$ cat src/hdl/rcf_ram.sv
// generic single-write, single-read synchronous ram with registered read
// no dependencies
module rcf_ram #(
	parameter int WIDTH = 64,
	parameter int DEPTH = 64,
	parameter int AW = (DEPTH > 1) ? $clog2(DEPTH) : 1
) (
	input  logic             clk,
	input  logic             we,
	input  logic [AW-1:0]    waddr,
	input  logic [WIDTH-1:0] wdata,
	input  logic [AW-1:0]    raddr,
	output logic [WIDTH-1:0] rdata
);

	logic [WIDTH-1:0] mem [DEPTH];

	always_ff @(posedge clk) begin
		if (we)
			mem[waddr] <= wdata;
		rdata <= mem[raddr];
	end

endmodule

$ cat config.mk
export PLATFORM = sky130hd
export DESIGN_NAME = rcf_ram
export DESIGN_NICKNAME = d
export VERILOG_FILES = /design/src/hdl/rcf_ram.sv
export SDC_FILE = /design/constraint.sdc
export NUM_CORES = 2
export LEC_CHECK = 0
export BUFFER_PORTS_ARGS = -buffer_cell sky130_fd_sc_hd__buf_2
export CORE_UTILIZATION = 52
export DETAILED_ROUTE_END_ITERATION = 12
export GPL_TIMING_DRIVEN = 0
export PLACE_DENSITY = 0.73
export SYNTH_ARGS = -nofsm -noshare
export SYNTH_HDL_FRONTEND = slang
export SYNTH_SLANG_ARGS = --single-unit
$ cat constraint.sdc
create_clock -name clk -period 6.5 [get_ports clk]
set_input_delay 1.3 -clock clk [delete_from_list [all_inputs] [get_ports clk]]
set_output_delay 1.3 -clock clk [all_outputs]
set_load 0.02 [all_outputs]
==> out/results.txt <==
Outcome = finished, violations left
Failing checks = max-capacitance violations, max-slew violations
Critical path's top delay family = buffers and inverters
Gpl congestion = 0.852
CTS Buffer Depth = 4
Final setup viols = 0
CTS H-tree lvls = 5
Maxcap violations = 2
Total Routed Length = 422000 um
CP dominant cell by count = buf_2
Fin nets = 7387
HP Start = wdata[59]
Clock power frac = 42.1%
Synth Register Bits = 4160
I/O Buffers = 133
Met2 Use GR = 44.1%
RSZ-0062 raised after global routing = no
Row count = 200
Met1 Usage GRT = 36.9%
Crit end category = register
Worst hold path type = input pin to register
TritonCTS sink count = 4160
Initial core utilization = 52.5%
Slew Viols, Final = 67
Clk Latency, worst-skew pair = 0.94 ns
Commonest non-fill, non-tap cell in the layout = edfxtp_1
Via-per-instance ratio = 6.70
Synthesized net count = 6676
Layout cells sized above 1 = 29.1%
Setup tns final = 0 ns
Die Y = 550 um
Logic pwr share = 5.2%
Initial antenna violation count = 41
Buf+Inv Stages, Crit Path = 5
Vias in the first global route = 78300
Top FF cell, synth = edfxtp_1
Worst Path Arrival = 5.61 ns
Fin crit period = 4.95 ns
Die Width = 550 um
Met3 Resource Use GR = 7.09%
Reg clk slew, reported paths = 0.06 ns
Hold Fails Final Rpt = 0
Seq pwr share = 52.7%
CP required = 7.15 ns
Library cells used by synthesis = 33
Total grt overflow = 0
Internal power = 44.4 mW
Clk root buf = clkbuf_16
RR Startpoint = mem[48][31]$_DFFE_PP_
Critical path type = input pin to register
CTS tree = built
Area of the die = 303000 um^2
Worst path cell trace = buf_2 -> buf_4 -> buf_2 -> buf_2 -> buf_4 -> mux2i_1 -> o22ai_1 -> a31oi_1 -> a211oi_1
Skew final = 0.0650 ns
Pre-CTS setup slack = 1.02 ns
Largest net degree at the start of global routing = 65
GRT busiest layer = met2
Startpoint class of the critical path = input pin
Global-route wire length before repair = 590000 um
Warnings from Yosys = 0
Total CTS buffers = 397
Mapped Cells = 6598
Static leakage = 56.2 nW
# DRC = 0
Max Fclk = 202 MHz
Biggest cell delay along the critical path = 1.22 ns
Layout area overhead = 14.9%
FFs w/ async S/R, synth = 0%
Core area = 298000 um^2
Cell area after synthesis = 156000 um^2
Post_cts resized = 0
Post-synthesis sequential area ratio = 79.5%
Crit path launch = raddr[2]
Switching fraction of total power = 21.4%
Avg Cell Area, Syn = 23.7 um^2
Pwr per Cell Area = 315 nW/um^2
Most frequent cells in the layout = edfxtp_1, mux4_2, clkbuf_16
Period utilization = 76.2%
Pre-antenna DRT Iters = 6
Largest fanout on the critical path = 10
Starting DRT DRC Count = 11900
Cts hold-fix bufs = 0
P_sw = 12.1 mW
Post-CTS setup buffer count = 0
Num ports = 142
Final WS setup = 1.55 ns
Slew @ Worst Pin = 1.55 ns
Vias = 77700
GRT Util Overall = 28.0%
WL/cell = 36.4 um
Slowest CP cell = a211oi_1
Total Power = 56.5 mW
Number of synthesized flops with an enable pin = 4096
Peak supply drop = 0.272 mV
Max-slew headroom = -3.37%
Final HPWL DP = 271000 um
Final ANT Viol Nets = 0
synthesized netlist by cell type, drive strengths merged, types with 3 or more instances:
cell type	instances	area share [%]
a22o	88	0.49
a22oi	168	0.81
a211oi	63	0.30
nand2b	11	0.044
and3	64	0.26
a31oi	18	0.072
dfxtp	64	0.82
inv	19	0.046
or2	28	0.11
nand3	45	0.14
o22ai	83	0.33
mux4	1024	15
edfxtp	4096	79
nor2	112	0.27
a41oi	26	0.15
a2bb2oi	19	0.11
clkbuf	140	0.34
and2	3	0.012
buf	230	0.80
or3	29	0.12
o221ai	38	0.21
nand2	58	0.14
nor2b	28	0.11
mux2i	135	0.86
path summary, 6_finish.rpt:
path	endpoint	slack, ns	cells after the start
worst max register to register	rdata[31]$_DFF_P_	3.54	5
worst min-delay path	mem[52][59]$_DFFE_PP_	0.87	1
worst min register to register	rdata[26]$_DFF_P_	0.93	4
worst max-delay path	rdata[1]$_DFF_P_	1.55	9
area by class of cell:
class / instances / area (um^2)
Buffer: 370 / 1780
Fill cell: 19400 / 118000
Clock buffer: 486 / 10500
Tap cell: 3939 / 4930
Multi-Input combinational cell: 2049 / 30700
Sequential cell: 4160 / 124000
Clock inverter: 240 / 2830
Antenna cell: 18 / 45.0
Inverter: 19 / 71.3
Timing Repair Buffer: 312 / 4480
routing by layer:
layer | vias to the layer above | routed length, um
met2 | 5970 | 200000
met4 | 16 | 23100
met5 | - | 143
met1 | 40800 | 146000
met3 | 1033 | 53700
li1 | 29900 | -
flip-flops by register name, summed over array words and instances, names as in the netlist:
| signal | cells |
|---|---|
| rdata | 64 |
| mem | 4096 |
metrics by stage:
stage | cell area (um^2) | hold slack (ns) | std cells | util, %
floorplan | 156000 | 0.788 | 6598 | -
global placement | 162000 | 0.906 | 10700 | 54.3
detailed placement | 166000 | 0.912 | 10800 | 55.8
CTS | 180000 | 0.923 | 11600 | 60.2
global route | 180000 | 0.849 | 11600 | 60.3
finish | 180000 | 0.870 | 11600 | 60.3
kinds of logic after synthesis:
| family | after synthesis | share of synthesized area [%] |
|---|---|---|
| DFF | 4160 | 79.5 |
| muxes | 1159 | 15.6 |
| AOI/OAI and AO/OA | 504 | 2.48 |
| buffers and inverters | 389 | 1.18 |
| and+or+nand+nor | 386 | 1.24 |
power by group through the flow:
stage / Clock, mW / Combinational (mW) / Sequential [mW]
after floorplan: 0 / 1.38 / 30.4
after global placement: 0 / 2.74 / 30.3
after detailed placement: 0 / 2.87 / 30.3
after CTS: 23.9 / 2.90 / 29.8
after global routing: 24.9 / 3.03 / 29.8
final: 23.8 / 2.94 / 29.8
worst reg2reg max path, cell delays in order (launching register included):
cell and delay [ns]:
edfxtp_1 0.42, mux4_2 0.47, mux2i_1 0.18, o22ai_1 0.28, a31oi_1 1.13, a211oi_1 0.27
Power figures use the tool's default switching activity.
