## src/hdl/rcf_pkg.sv

```systemverilog
// shared types, widths, register codes and saturation helpers for the
// rf cavity feedback block; no dependencies
package rcf_pkg;

	localparam int DATA_W = 32;
	localparam int SUM_W = 48;
	localparam int PER_W = 16;
	localparam int LEN_W = 7;
	localparam int DEF_MAX_DELAY = 64;

	localparam int APB_AW = 5;
	localparam int APB_DW = 32;
	localparam int REG_IDX_W = 3;

	localparam logic [REG_IDX_W-1:0] REG_SET_AMPLITUDE = 3'd0;
	localparam logic [REG_IDX_W-1:0] REG_SET_PHASE = 3'd1;
	localparam logic [REG_IDX_W-1:0] REG_VOLTAGE_GAIN = 3'd2;
	localparam logic [REG_IDX_W-1:0] REG_PHASE_GAIN = 3'd3;
	localparam logic [REG_IDX_W-1:0] REG_TUNER_GAIN = 3'd4;
	localparam logic [REG_IDX_W-1:0] REG_TUNER_PERIOD = 3'd5;
	localparam logic [REG_IDX_W-1:0] REG_TUNER_OFFSET = 3'd6;
	localparam logic [REG_IDX_W-1:0] REG_DELAY_LENGTH = 3'd7;

	// item kinds
	localparam logic KIND_TURN = 1'b0;
	localparam logic KIND_LOAD = 1'b1;

	typedef struct packed {
		logic signed [DATA_W-1:0] set_amplitude;
		logic signed [DATA_W-1:0] set_phase;
		logic signed [DATA_W-1:0] voltage_gain;
		logic signed [DATA_W-1:0] phase_gain;
		logic signed [DATA_W-1:0] tuner_gain;
		logic [PER_W-1:0]         tuner_period;
		logic signed [DATA_W-1:0] tuner_offset;
		logic [LEN_W-1:0]         delay_length;
	} rcf_cfg_t;

	localparam logic signed [63:0] S32_MAX = 64'sh0000_0000_7fff_ffff;
	localparam logic signed [63:0] S32_MIN = -64'sh0000_0000_8000_0000;
	localparam logic signed [63:0] S48_MAX = 64'sh0000_7fff_ffff_ffff;
	localparam logic signed [63:0] S48_MIN = -64'sh0000_8000_0000_0000;

	function automatic logic signed [DATA_W-1:0] sat32(input logic signed [63:0] x);
		logic signed [DATA_W-1:0] r;
		if (x > S32_MAX)
			r = S32_MAX[DATA_W-1:0];
		else if (x < S32_MIN)
			r = S32_MIN[DATA_W-1:0];
		else
			r = x[DATA_W-1:0];
		return r;
	endfunction

	function automatic logic signed [SUM_W-1:0] sat48(input logic signed [63:0] x);
		logic signed [SUM_W-1:0] r;
		if (x > S48_MAX)
			r = S48_MAX[SUM_W-1:0];
		else if (x < S48_MIN)
			r = S48_MIN[SUM_W-1:0];
		else
			r = x[SUM_W-1:0];
		return r;
	endfunction

endpackage

```

## src/hdl/rcf_div.sv

```systemverilog
// bit-serial signed divider for the tuner mean: 48-bit sum by 16-bit period,
// quotient truncated toward zero; depends on rcf_pkg
module rcf_div (
	input  logic                              clk,
	input  logic                              arst_n,
	input  logic                              start,
	input  logic signed [rcf_pkg::SUM_W-1:0]  dividend,
	input  logic [rcf_pkg::PER_W-1:0]         divisor,
	output logic                              done,
	output logic signed [rcf_pkg::SUM_W-1:0]  quotient
);
	import rcf_pkg::*;

	localparam int CW = $clog2(SUM_W + 1);

	logic [CW-1:0]    cnt_q;
	logic             busy_q;
	logic             done_q;
	logic             neg_q;
	logic [PER_W:0]   rem_q;
	logic [SUM_W-1:0] quo_q;
	logic [PER_W-1:0] div_q;
	logic [PER_W:0]   shifted;
	logic             ge;

	// magnitude bits enter the remainder msb first
	assign shifted = {rem_q[PER_W-1:0], quo_q[SUM_W-1]};
	assign ge = shifted >= {1'b0, div_q};
	assign done = done_q;
	assign quotient = neg_q ? -$signed(quo_q) : $signed(quo_q);

	always_ff @(posedge clk or negedge arst_n) begin
		if (!arst_n) begin
			busy_q <= 1'b0;
			done_q <= 1'b0;
			cnt_q <= '0;
		end else begin
			done_q <= 1'b0;
			if (start) begin
				busy_q <= 1'b1;
				cnt_q <= CW'(SUM_W);
			end else if (busy_q) begin
				cnt_q <= cnt_q - CW'(1);
				if (cnt_q == CW'(1)) begin
					busy_q <= 1'b0;
					done_q <= 1'b1;
				end
			end
		end
	end

	always_ff @(posedge clk) begin
		if (start) begin
			neg_q <= dividend[SUM_W-1];
			quo_q <= dividend[SUM_W-1] ? -dividend : dividend;
			rem_q <= '0;
			div_q <= divisor;
		end else if (busy_q) begin
			rem_q <= ge ? shifted - {1'b0, div_q} : shifted;
			quo_q <= {quo_q[SUM_W-2:0], ge};
		end
	end

endmodule

```

## config.mk

```make
export PLATFORM = sky130hd
export DESIGN_NAME = rcf_div
export DESIGN_NICKNAME = d
export VERILOG_FILES = /design/src/hdl/rcf_pkg.sv /design/src/hdl/rcf_div.sv
export SDC_FILE = /design/constraint.sdc
export NUM_CORES = 1
export LEC_CHECK = 0
export ABC_CLOCK_PERIOD_IN_PS = 4700
export BUFFER_PORTS_ARGS = -buffer_cell sky130_fd_sc_hd__buf_2
export CORE_MARGIN = 2
export CORE_UTILIZATION = 57
export DETAILED_ROUTE_END_ITERATION = 8
export GPL_ROUTABILITY_DRIVEN = 0
export PLACE_DENSITY = 0.81
export SYNTH_ARGS = -nofsm -noshare
export SYNTH_HDL_FRONTEND = slang
export SYNTH_SLANG_ARGS = --single-unit
```

## constraint.sdc

```tcl
create_clock -name clk -period 4.7 [get_ports clk]
set_clock_uncertainty 0.1 [all_clocks]
set_input_delay 0.705 -clock clk [delete_from_list [all_inputs] [get_ports clk]]
set_output_delay 0.705 -clock clk [all_outputs]
set_load 0.05 [all_outputs]
```

==> impl_metrics.tcl <==
set metrics [dict create \
    status "complete, no violations" \
    crit_path_start_kind "register" \
    htreeDepth 3 \
    ys_types 54 \
    fillCellCount 887 \
    avgViaCountPerCell 5.86 \
    synthArstFlopShare_pct 8.99 \
    worst-path-max-fanout 9 \
    critPathMaxStageDelay_ps 570 \
    setup_viol 0 \
    hold_viol 0 \
    hp-class "in2async" \
    worst_r2r_path_depth 3 \
    r2r-end "quo_q[43]" \
    layout_commonest_cell "buf_2" \
    synth-seq-cells 89 \
    area_growth_pct 14.6 \
    synth_area_leaders "edfxtp_1, xnor2_1, xor2_1" \
    io_pins 116 \
    required_ps 3890 \
    reg2reg_setup_slack_ps 1790 \
    grt_pass1_vias 5007 \
    syn_area_mm2 0.00628 \
    dr.pass1.iters 6 \
    ys.flop_type "edfxtp_1" \
    slew_headroom_pct 31.8 \
    holdBufCountCts 0 \
    die_x_um 109 \
    cts-root-buf "clkbuf_8" \
    crit_top_cell "or4_4" \
    yosysTopAreaCellShare_pct 31.1 \
    p_per_area_mw_per_mm2 433 \
    clk_latency_ps 380 \
    cts_buffers 9 \
    max-vdd-ir-drop_uv 283 \
    route.detailed.wl_per_inst_um 15.9 \
    most-common-layout-cells "buf_2, nor2_1, edfxtp_1, a21oi_1, xnor2_1" \
    dieHeight_um 109 \
    avgSynthCellArea_um2 9.28 \
    ys_warn_count 0 \
    path_clk_slew_ps 90 \
    min_period_ps 4610 \
    slew_viol_final 0 \
    achievable-frequency_mhz 217 \
    grt_start_max_net_pins 70 \
    syn_inst 677 \
    grt_usage_pct 25.3 \
    cts_sinks 89 \
    drv_cap 0 \
    numPortBuffers 115 \
    leakage_nw 2.80 \
    arrival_ps 3800 \
    fin_crit_sh_pct 98.0 \
    clk_path_buf_depth 2 \
    dp_hpwl_um 10700 \
    worstSetupEndpointType "primary output" \
    antenna_found_initial 0 \
    vias 5394 \
    worst_path_max_delay_cell "or4_4" \
    reg2reg_from "busy_q" \
    worstSetupStartpoint "quo_q[11]" \
    path_class "reg2out" \
    drt_iter0_markers 345 \
    worst_pin_slew_ps 1020 \
    routed_wl_um 14600 \
    synth_seq_area_share_pct 39.4 \
    die_area_mm2 0.0119 \
    nNetsFinal 863 \
    syn_nets 765 \
    rsz0062_at_grt "yes" \
    n_antenna_cell 0 \
    final_util_pct 66.7 \
    antenna_left 0 \
    overflow 0 \
    path_cells "or4_4 -> or3_4 -> or3_4 -> or4_4 -> or4_4 -> o31ai_1 -> xnor2_1 -> clkbuf_4" \
    core_mm2 0.0108 \
    post_route_cells_drive_above_1_share_pct 21.3 \
    start_util_pct 58.2 \
    drc 0 \
    yosys.area.top_type "edfxtp_1" \
    grt_pass1_wl_um 23600 \
    num_rows 38 \
    regArea_mm2 0.00247 \
    finalHoldWorstSlack_ps 52.7 \
    synth-edff-count 65 \
    multi_input_area_mm2 0.00361 \
    tritoncts "built" \
]
==> area by class of cell <==
cell class	count	share of cell area [%]
Clock buffer	9	1.72
Tap cell	140	2.43
Multi-Input combinational cell	528	50.2
Timing Repair Buffer	121	9.07
Sequential cell	89	34.3
Clock inverter	7	0.852
Inverter	26	1.36
==> what timing repair did <==
action	CTS	global route
endpoints found under the setup margin	13	12
resized for setup	4	17
hold endpoints to repair	0	0
buffers inserted	1	1
pin swaps	1	2
==> report_power, final <==
part	switching [mW]	internal, mW	total [mW]
registers	0.142	0.997	1.14
logic	0.916	0.543	1.46
clock network	0.279	0.240	0.519
==> worst max-delay path: cells and delay by family (launching register included) <==
family | cells | cell delay (ps)
buffers and inverters | 1 | 240
AND/OR/NAND/NOR | 5 | 2320
XOR/XNOR | 1 | 150
flip-flops | 1 | 440
AO/OA/AOI/OAI | 1 | 270
==> state kept, by name, indices dropped and copies added (netlist names) <==
signal  flops
rem_q      16
neg_q       1
div_q      16
done        1
cnt_q       6
busy_q      1
quo_q      48
==> synthesized netlist by cell type (2+ instances only) <==
library cell	number
nand3_1	7
ha_1	20
a31oi_1	2
dfrtp_1	8
or4_1	17
nor2b_1	4
o21bai_1	2
mux2i_1	12
dfxtp_1	16
o21ai_1	2
o21a_1	2
inv_1	26
and2_1	4
edfxtp_1	65
a211oi_1	14
a21oi_1	60
or3_4	2
a21boi_0	2
or3_1	11
o41ai_2	3
o41ai_1	15
nand2_1	37
o211ai_1	5
o21ai_0	43
nor3_1	10
or2_2	10
xor2_1	48
buf_1	4
mux2_2	3
clkbuf_1	27
nand4b_1	2
nand2b_1	11
o31ai_1	26
xnor2_1	59
nor2_1	76
or4_4	4
==> per-layer routing <==
metal	track usage, %	share of wire [%]	up-vias
met2	40.0	47	171
met4	10.6	2.4	0
met3	4.78	5.5	26
met5	0	0	-
li1	-	-	2667
met1	34.1	45	2530
==> metrics by stage <==
step | instance area (um2) | TNS (ps) | power [mW] | std cells | setup slack [ps]
final | 7200 | 0 | 3.12 | 920 | 91.9
after global routing | 7200 | -58.6 | 3.30 | 920 | -20.5
after CTS | 7140 | 0 | 3.11 | 919 | 8.74
after detailed placement | 6940 | 0 | 2.58 | 902 | 251
after global placement | 6940 | 0 | 2.54 | 902 | 322
after floorplan | 6280 | 0 | 2.24 | 677 | 334
==> kinds of logic after synthesis <==
family	count (synthesis)	synth area share, %
AOI/OAI and AO/OA	185	19.1
xor gates and xnor gates	107	14.9
adders and majority gates	21	4.30
buffers and inverters	60	3.79
DFF	89	39.4
muxes	15	2.45
and+or+nand+nor	200	16.1
==> how the worst max path moves through the flow <==
stage                         endpoint  slack, ps  cells after the start
final                     quotient[33]         90                      8
after global routing      quotient[33]        -20                      8
after CTS                 quotient[47]          9                      8
after detailed placement  quotient[45]        250                      8
after global placement    quotient[45]        320                      8
after floorplan           quotient[42]        330                      8
Note: power is estimated with default switching activity, not from simulation.
