## src/hdl/rcf_pkg.sv

```systemverilog
// shared types, widths, register codes and saturation helpers for the
// rf cavity feedback block; no dependencies
package rcf_pkg;

	localparam int DATA_W = 32;
	localparam int SUM_W = 48;
	localparam int PER_W = 16;
	localparam int LEN_W = 7;
	localparam int DEF_MAX_DELAY = 64;

	localparam int APB_AW = 5;
	localparam int APB_DW = 32;
	localparam int REG_IDX_W = 3;

	localparam logic [REG_IDX_W-1:0] REG_SET_AMPLITUDE = 3'd0;
	localparam logic [REG_IDX_W-1:0] REG_SET_PHASE = 3'd1;
	localparam logic [REG_IDX_W-1:0] REG_VOLTAGE_GAIN = 3'd2;
	localparam logic [REG_IDX_W-1:0] REG_PHASE_GAIN = 3'd3;
	localparam logic [REG_IDX_W-1:0] REG_TUNER_GAIN = 3'd4;
	localparam logic [REG_IDX_W-1:0] REG_TUNER_PERIOD = 3'd5;
	localparam logic [REG_IDX_W-1:0] REG_TUNER_OFFSET = 3'd6;
	localparam logic [REG_IDX_W-1:0] REG_DELAY_LENGTH = 3'd7;

	// item kinds
	localparam logic KIND_TURN = 1'b0;
	localparam logic KIND_LOAD = 1'b1;

	typedef struct packed {
		logic signed [DATA_W-1:0] set_amplitude;
		logic signed [DATA_W-1:0] set_phase;
		logic signed [DATA_W-1:0] voltage_gain;
		logic signed [DATA_W-1:0] phase_gain;
		logic signed [DATA_W-1:0] tuner_gain;
		logic [PER_W-1:0]         tuner_period;
		logic signed [DATA_W-1:0] tuner_offset;
		logic [LEN_W-1:0]         delay_length;
	} rcf_cfg_t;

	localparam logic signed [63:0] S32_MAX = 64'sh0000_0000_7fff_ffff;
	localparam logic signed [63:0] S32_MIN = -64'sh0000_0000_8000_0000;
	localparam logic signed [63:0] S48_MAX = 64'sh0000_7fff_ffff_ffff;
	localparam logic signed [63:0] S48_MIN = -64'sh0000_8000_0000_0000;

	function automatic logic signed [DATA_W-1:0] sat32(input logic signed [63:0] x);
		logic signed [DATA_W-1:0] r;
		if (x > S32_MAX)
			r = S32_MAX[DATA_W-1:0];
		else if (x < S32_MIN)
			r = S32_MIN[DATA_W-1:0];
		else
			r = x[DATA_W-1:0];
		return r;
	endfunction

	function automatic logic signed [SUM_W-1:0] sat48(input logic signed [63:0] x);
		logic signed [SUM_W-1:0] r;
		if (x > S48_MAX)
			r = S48_MAX[SUM_W-1:0];
		else if (x < S48_MIN)
			r = S48_MIN[SUM_W-1:0];
		else
			r = x[SUM_W-1:0];
		return r;
	endfunction

endpackage

```

## src/hdl/rcf_cfg.sv

```systemverilog
// apb configuration registers for the cavity feedback loop
// depends on rcf_pkg
module rcf_cfg (
	input  logic                     clk,
	input  logic                     arst_n,
	input  logic                     psel,
	input  logic                     penable,
	input  logic                     pwrite,
	input  logic [rcf_pkg::APB_AW-1:0] paddr,
	input  logic [rcf_pkg::APB_DW-1:0] pwdata,
	output logic [rcf_pkg::APB_DW-1:0] prdata,
	output logic                     pready,
	output rcf_pkg::rcf_cfg_t        cfg
);
	import rcf_pkg::*;

	rcf_cfg_t cfg_q;
	logic [REG_IDX_W-1:0] idx;
	logic wr;

	assign idx = paddr[APB_AW-1:2];
	assign wr = psel & penable & pwrite;
	assign pready = 1'b1;
	assign cfg = cfg_q;

	always_ff @(posedge clk or negedge arst_n) begin
		if (!arst_n) begin
			cfg_q <= '{set_amplitude: '0, set_phase: '0, voltage_gain: '0,
				phase_gain: '0, tuner_gain: '0, tuner_period: PER_W'(1),
				tuner_offset: '0, delay_length: LEN_W'(1)};
		end else if (wr) begin
			unique case (idx)
				REG_SET_AMPLITUDE: cfg_q.set_amplitude <= pwdata[DATA_W-1:0];
				REG_SET_PHASE:     cfg_q.set_phase <= pwdata[DATA_W-1:0];
				REG_VOLTAGE_GAIN:  cfg_q.voltage_gain <= pwdata[DATA_W-1:0];
				REG_PHASE_GAIN:    cfg_q.phase_gain <= pwdata[DATA_W-1:0];
				REG_TUNER_GAIN:    cfg_q.tuner_gain <= pwdata[DATA_W-1:0];
				REG_TUNER_PERIOD:  cfg_q.tuner_period <= pwdata[PER_W-1:0];
				REG_TUNER_OFFSET:  cfg_q.tuner_offset <= pwdata[DATA_W-1:0];
				REG_DELAY_LENGTH:  cfg_q.delay_length <= pwdata[LEN_W-1:0];
				default:           cfg_q <= cfg_q;
			endcase
		end
	end

	always_comb begin
		unique case (idx)
			REG_SET_AMPLITUDE: prdata = cfg_q.set_amplitude;
			REG_SET_PHASE:     prdata = cfg_q.set_phase;
			REG_VOLTAGE_GAIN:  prdata = cfg_q.voltage_gain;
			REG_PHASE_GAIN:    prdata = cfg_q.phase_gain;
			REG_TUNER_GAIN:    prdata = cfg_q.tuner_gain;
			REG_TUNER_PERIOD:  prdata = APB_DW'(cfg_q.tuner_period);
			REG_TUNER_OFFSET:  prdata = cfg_q.tuner_offset;
			REG_DELAY_LENGTH:  prdata = APB_DW'(cfg_q.delay_length);
			default:           prdata = '0;
		endcase
	end

endmodule

```

## config.mk

```make
export PLATFORM = sky130hd
export DESIGN_NAME = rcf_cfg
export DESIGN_NICKNAME = d
export VERILOG_FILES = /design/src/hdl/rcf_pkg.sv /design/src/hdl/rcf_cfg.sv
export SDC_FILE = /design/constraint.sdc
export NUM_CORES = 1
export LEC_CHECK = 0
export BUFFER_PORTS_ARGS = -buffer_cell sky130_fd_sc_hd__buf_4
export CORE_ASPECT_RATIO = 1.4
export CORE_MARGIN = 2
export CORE_UTILIZATION = 47
export CTS_CLUSTER_SIZE = 8
export DETAILED_ROUTE_END_ITERATION = 7
export PLACE_DENSITY = 0.82
export SLEW_MARGIN = 20
export SYNTH_ARGS = -nofsm -noshare
export SYNTH_HDL_FRONTEND = slang
export SYNTH_SLANG_ARGS = --single-unit
```

## constraint.sdc

```tcl
create_clock -name clk -period 1.65 [get_ports clk]
set_input_delay 0.33 -clock clk [delete_from_list [all_inputs] [get_ports clk]]
set_output_delay 0.33 -clock clk [all_outputs]
set_load 0.05 [all_outputs]
```

==> key figures <==
Status
  – Status: finished with violations
  – Failing checks: negative setup slack

Synth
  – Post-synthesis net count: between 700 and 800
  – Cells after Synth: 745
  – Post-synth top area cell: dfrtp_1
  – Avg Cell Area, Syn: 13.16 µm²
  – Register area share after synthesis: 54.92%
  – Share of the synthesized area in the top cell type: 54.39%
  – Multiplexer share of the synthesized area: 30.45%
  – XOR/XNOR share of the synthesized area: 0%
  – Yosys Warn Count: 0
  – Post-synthesis simple-gate area fraction: around 4.4%
  – Yosys cell types: 35
  – Cell Area, Synth: 0.009801 mm²
  – #FFs+latches synth: 215
  – Largest family of logic cells by synthesized area: multiplexers
  – Synth Area in Adders: 0%
  – Post-synthesis compound-gate area fraction: 7.136%
  – Synth top area cells: dfrtp_1 (54%), mux2_2 (20%), mux2i_1 (4.6%), mux2_1 (3.9%), a21oi_1 (2.5%)

Place
  – Inst Count DP: 1318
  – Port bufs: 286
  – DP Worst Slack: -0.5591 ns
  – Hpwl dp: 21.38 mm
  – Routability cong.: roughly 0.82
  – Placed Area: about 0.013 mm²

STA
  – Final Max Tran Viols: 0
  – Tmin final: 2.182 ns
  – Endpoints failing hold: 0
  – Maximum clock rate: 0.4583 GHz
  – Final Cycle Share: 132.2%
  – Worst-margin pin slew: around 0.56 ns
  – Unrepaired setup endpoints after global routing: yes
  – Relative slew slack: 62.73%
  – Skew final: 0 ns
  – Setup violators final: 36
  – Final WS setup: -0.5317 ns

Worst setup path
  – Crit-path max FO: 2
  – Critical Path End Type: output pin
  – Crit-path cells: mux4_2 -> mux2_4 -> buf_6
  – WP data arrival: roughly 1.9 ns
  – WP data required: ~1.3 ns
  – Critical Path Max Stage Delay: 0.47 ns
  – WS Path Type: flop to output pin
  – Slowest CP cell: mux4_2
  – Crit start category: flop
  – Worst Path Buf+Inv: 1
  – Crit-path leading delay family: multiplexers

Clocking
  – Bufs on Longest Clock Path: 3
  – CTS sink cnt: around 220
  – H-tree levels: 1
  – Worst-Skew Late Latency: 0.52 ns
  – Clock Pin Slew Worst Setup and Hold Paths: 0.05 ns
  – TritonCTS clock tree: yes
  – CTS Buf Count: 30
  – CTS root buffer: clkbuf_16

Global routing
  – Initial antenna violation count: 0
  – Vias in the first global route: 9024
  – First-pass GRT wire length: approximately 52 mm
  – Gr usage total: 30.02%
  – Grt ovf: 0
  – Largest net degree at the start of global routing: 66

Floorplan
  – Die X: approximately 130 µm
  – Site Rows: 62
  – Initial Util: between 40% and 50%
  – Ports: 290
  – Die footprint: 0.02204 mm²
  – Die H: around 170 µm
  – CORE AREA: 0.02048 mm²

Drt
  – Drt first pass iters: 5
  – Antenna viol nets, final: 0
  – Routed vias/inst: roughly 5.7
  – Post-detailed-route DRC marker count: 0
  – DR vias: 8299
  – DR WL/cell: between 20 and 25 µm
  – Initial detailed-routing violation count: 420
  – Total wire length: 33.76 mm

Layout
  – Final core occ: 75.86%
  – Final Non-Filler Cells: 1465
  – Layout area overhead: 58.51%
  – ANT cells: 0
  – Layout cells sized above 1: between 60% and 70%
  – Max reg flops: 215
  – Fin area: 0.01553 mm²
  – Fin nets: about 1200

Pwr
  – LEAKAGE: approximately 7.4 nW
  – Power density over cell area: 1461 mW/mm²
  – Peak supply drop: around 1100 µV
  – Final Power: roughly 23 mW

Worst hold path
  – Worst hold path class: input port to flop

Flow run
  – Max-cap violations: 0
[Yosys cell counts]
cell and count:
a211o_1 1, a211oi_1 16, a21oi_1 48, a22o_1 7
a22oi_1 8, a31oi_1 3, buf_1 7, buf_2 26
buf_4 10, clkbuf_1 9, conb_1 1, dfrtp_1 213
dfstp_2 2, inv_1 8, mux2_1 34, mux2_2 175
mux2i_1 45, mux4_2 8, nand2_1 15, nand2b_1 4
nand3b_1 1, nand4_1 1, nand4b_1 1, nor2_1 51
nor2_2 2, nor2b_1 14, nor3_1 1, nor3b_1 3
o211ai_1 3, o21ai_0 9, o21ai_1 2, o21bai_1 7
o22a_1 4, o22ai_1 4, or3_1 2
[cells by family after synthesis]
| group | after synthesis |
|---|---|
| buf+inv | 60 |
| compound gates | 112 |
| simple gates | 95 |
| mux | 262 |
| flops | 215 |
| other cells | 1 |
[power by group]
group / switching, mW / internal, mW / leakage (nW)
Combinational: 6.28 / 3.64 / 4.32
Clock: 2.18 / 3.40 / 0.402
Sequential: 0.844 / 6.35 / 2.71
[per-stage QoR]
step | TNS, ns | hold slack, ns
2_1_floorplan | -1.170 | 0.03441
3_3_place_gp | -52.22 | 0.2600
3_5_place_dp | -55.51 | 0.2571
4_1_cts | -9.880 | 0.04376
5_1_grt | -11.99 | 0.05314
6_report | -9.841 | 0.06110
[metal layers]
layer	global-route usage, %	vias up	part of all wire [%]
met5	0	-	0
met4	14.70	0	4.9
met3	5.021	110	5.7
met2	53.70	369	53
met1	34.66	4227	37
li1	-	3593	-
[path summary, 6_finish.rpt]
check	startpoint	end	slack (ns)	cells after the start
worst max-delay path	cfg[21]$_DFFE_PN0P_	prdata[14]	-0.53	3
worst min-delay path	pwdata[24]	cfg[207]$_DFFE_PN0P_	0.06	2
worst max register to register	cfg[56]$_DFFE_PN0P_	cfg[56]$_DFFE_PN0P_	0.61	3
worst min register to register	cfg[13]$_DFFE_PN0P_	cfg[13]$_DFFE_PN0P_	0.52	1
max in group asynchronous	arst_n	cfg[69]$_DFFE_PN0P_	0.70	3
min in group asynchronous	arst_n	cfg[141]$_DFFE_PN0P_	0.27	2
[cells in the final DEF (no fill, tap or decap), types with 12 or more instances in the layout]
cell type / n
nor2_4: 12
nand2_1: 15
a21oi_4: 26
buf_4: 389
dfrtp_2: 16
buf_12: 23
buf_6: 42
dfrtp_1: 197
clkbuf_16: 31
mux2_2: 173
clkbuf_1: 17
a21oi_2: 13
mux2_1: 34
nor2_1: 33
mux2i_1: 42
[cell type report]
| cell class | instances | area [µm²] |
|---|---|---|
| Tap cell | 256 | 320.3 |
| Inverter | 8 | 30.03 |
| Sequential cell | 215 | 5403 |
| Timing Repair Buffer | 468 | 4108 |
| Multi-Input combinational cell | 470 | 4835 |
| Fill cell | 1244 | 4945 |
| Clock buffer | 48 | 839.6 |
[repair_timing]
| action | CTS | global route |
|---|---|---|
| setup endpoints to repair | 32 | 33 |
| setup buffers | 78 | 19 |
| pin swaps | 32 | 20 |
| gates resized for setup | 111 | 26 |
| endpoints found under the hold margin | 27 | 0 |
| hold buffers | 1 | 0 |
| gates cloned | 2 | 0 |
No activity file was read; power rests on OpenSTA's default activity.
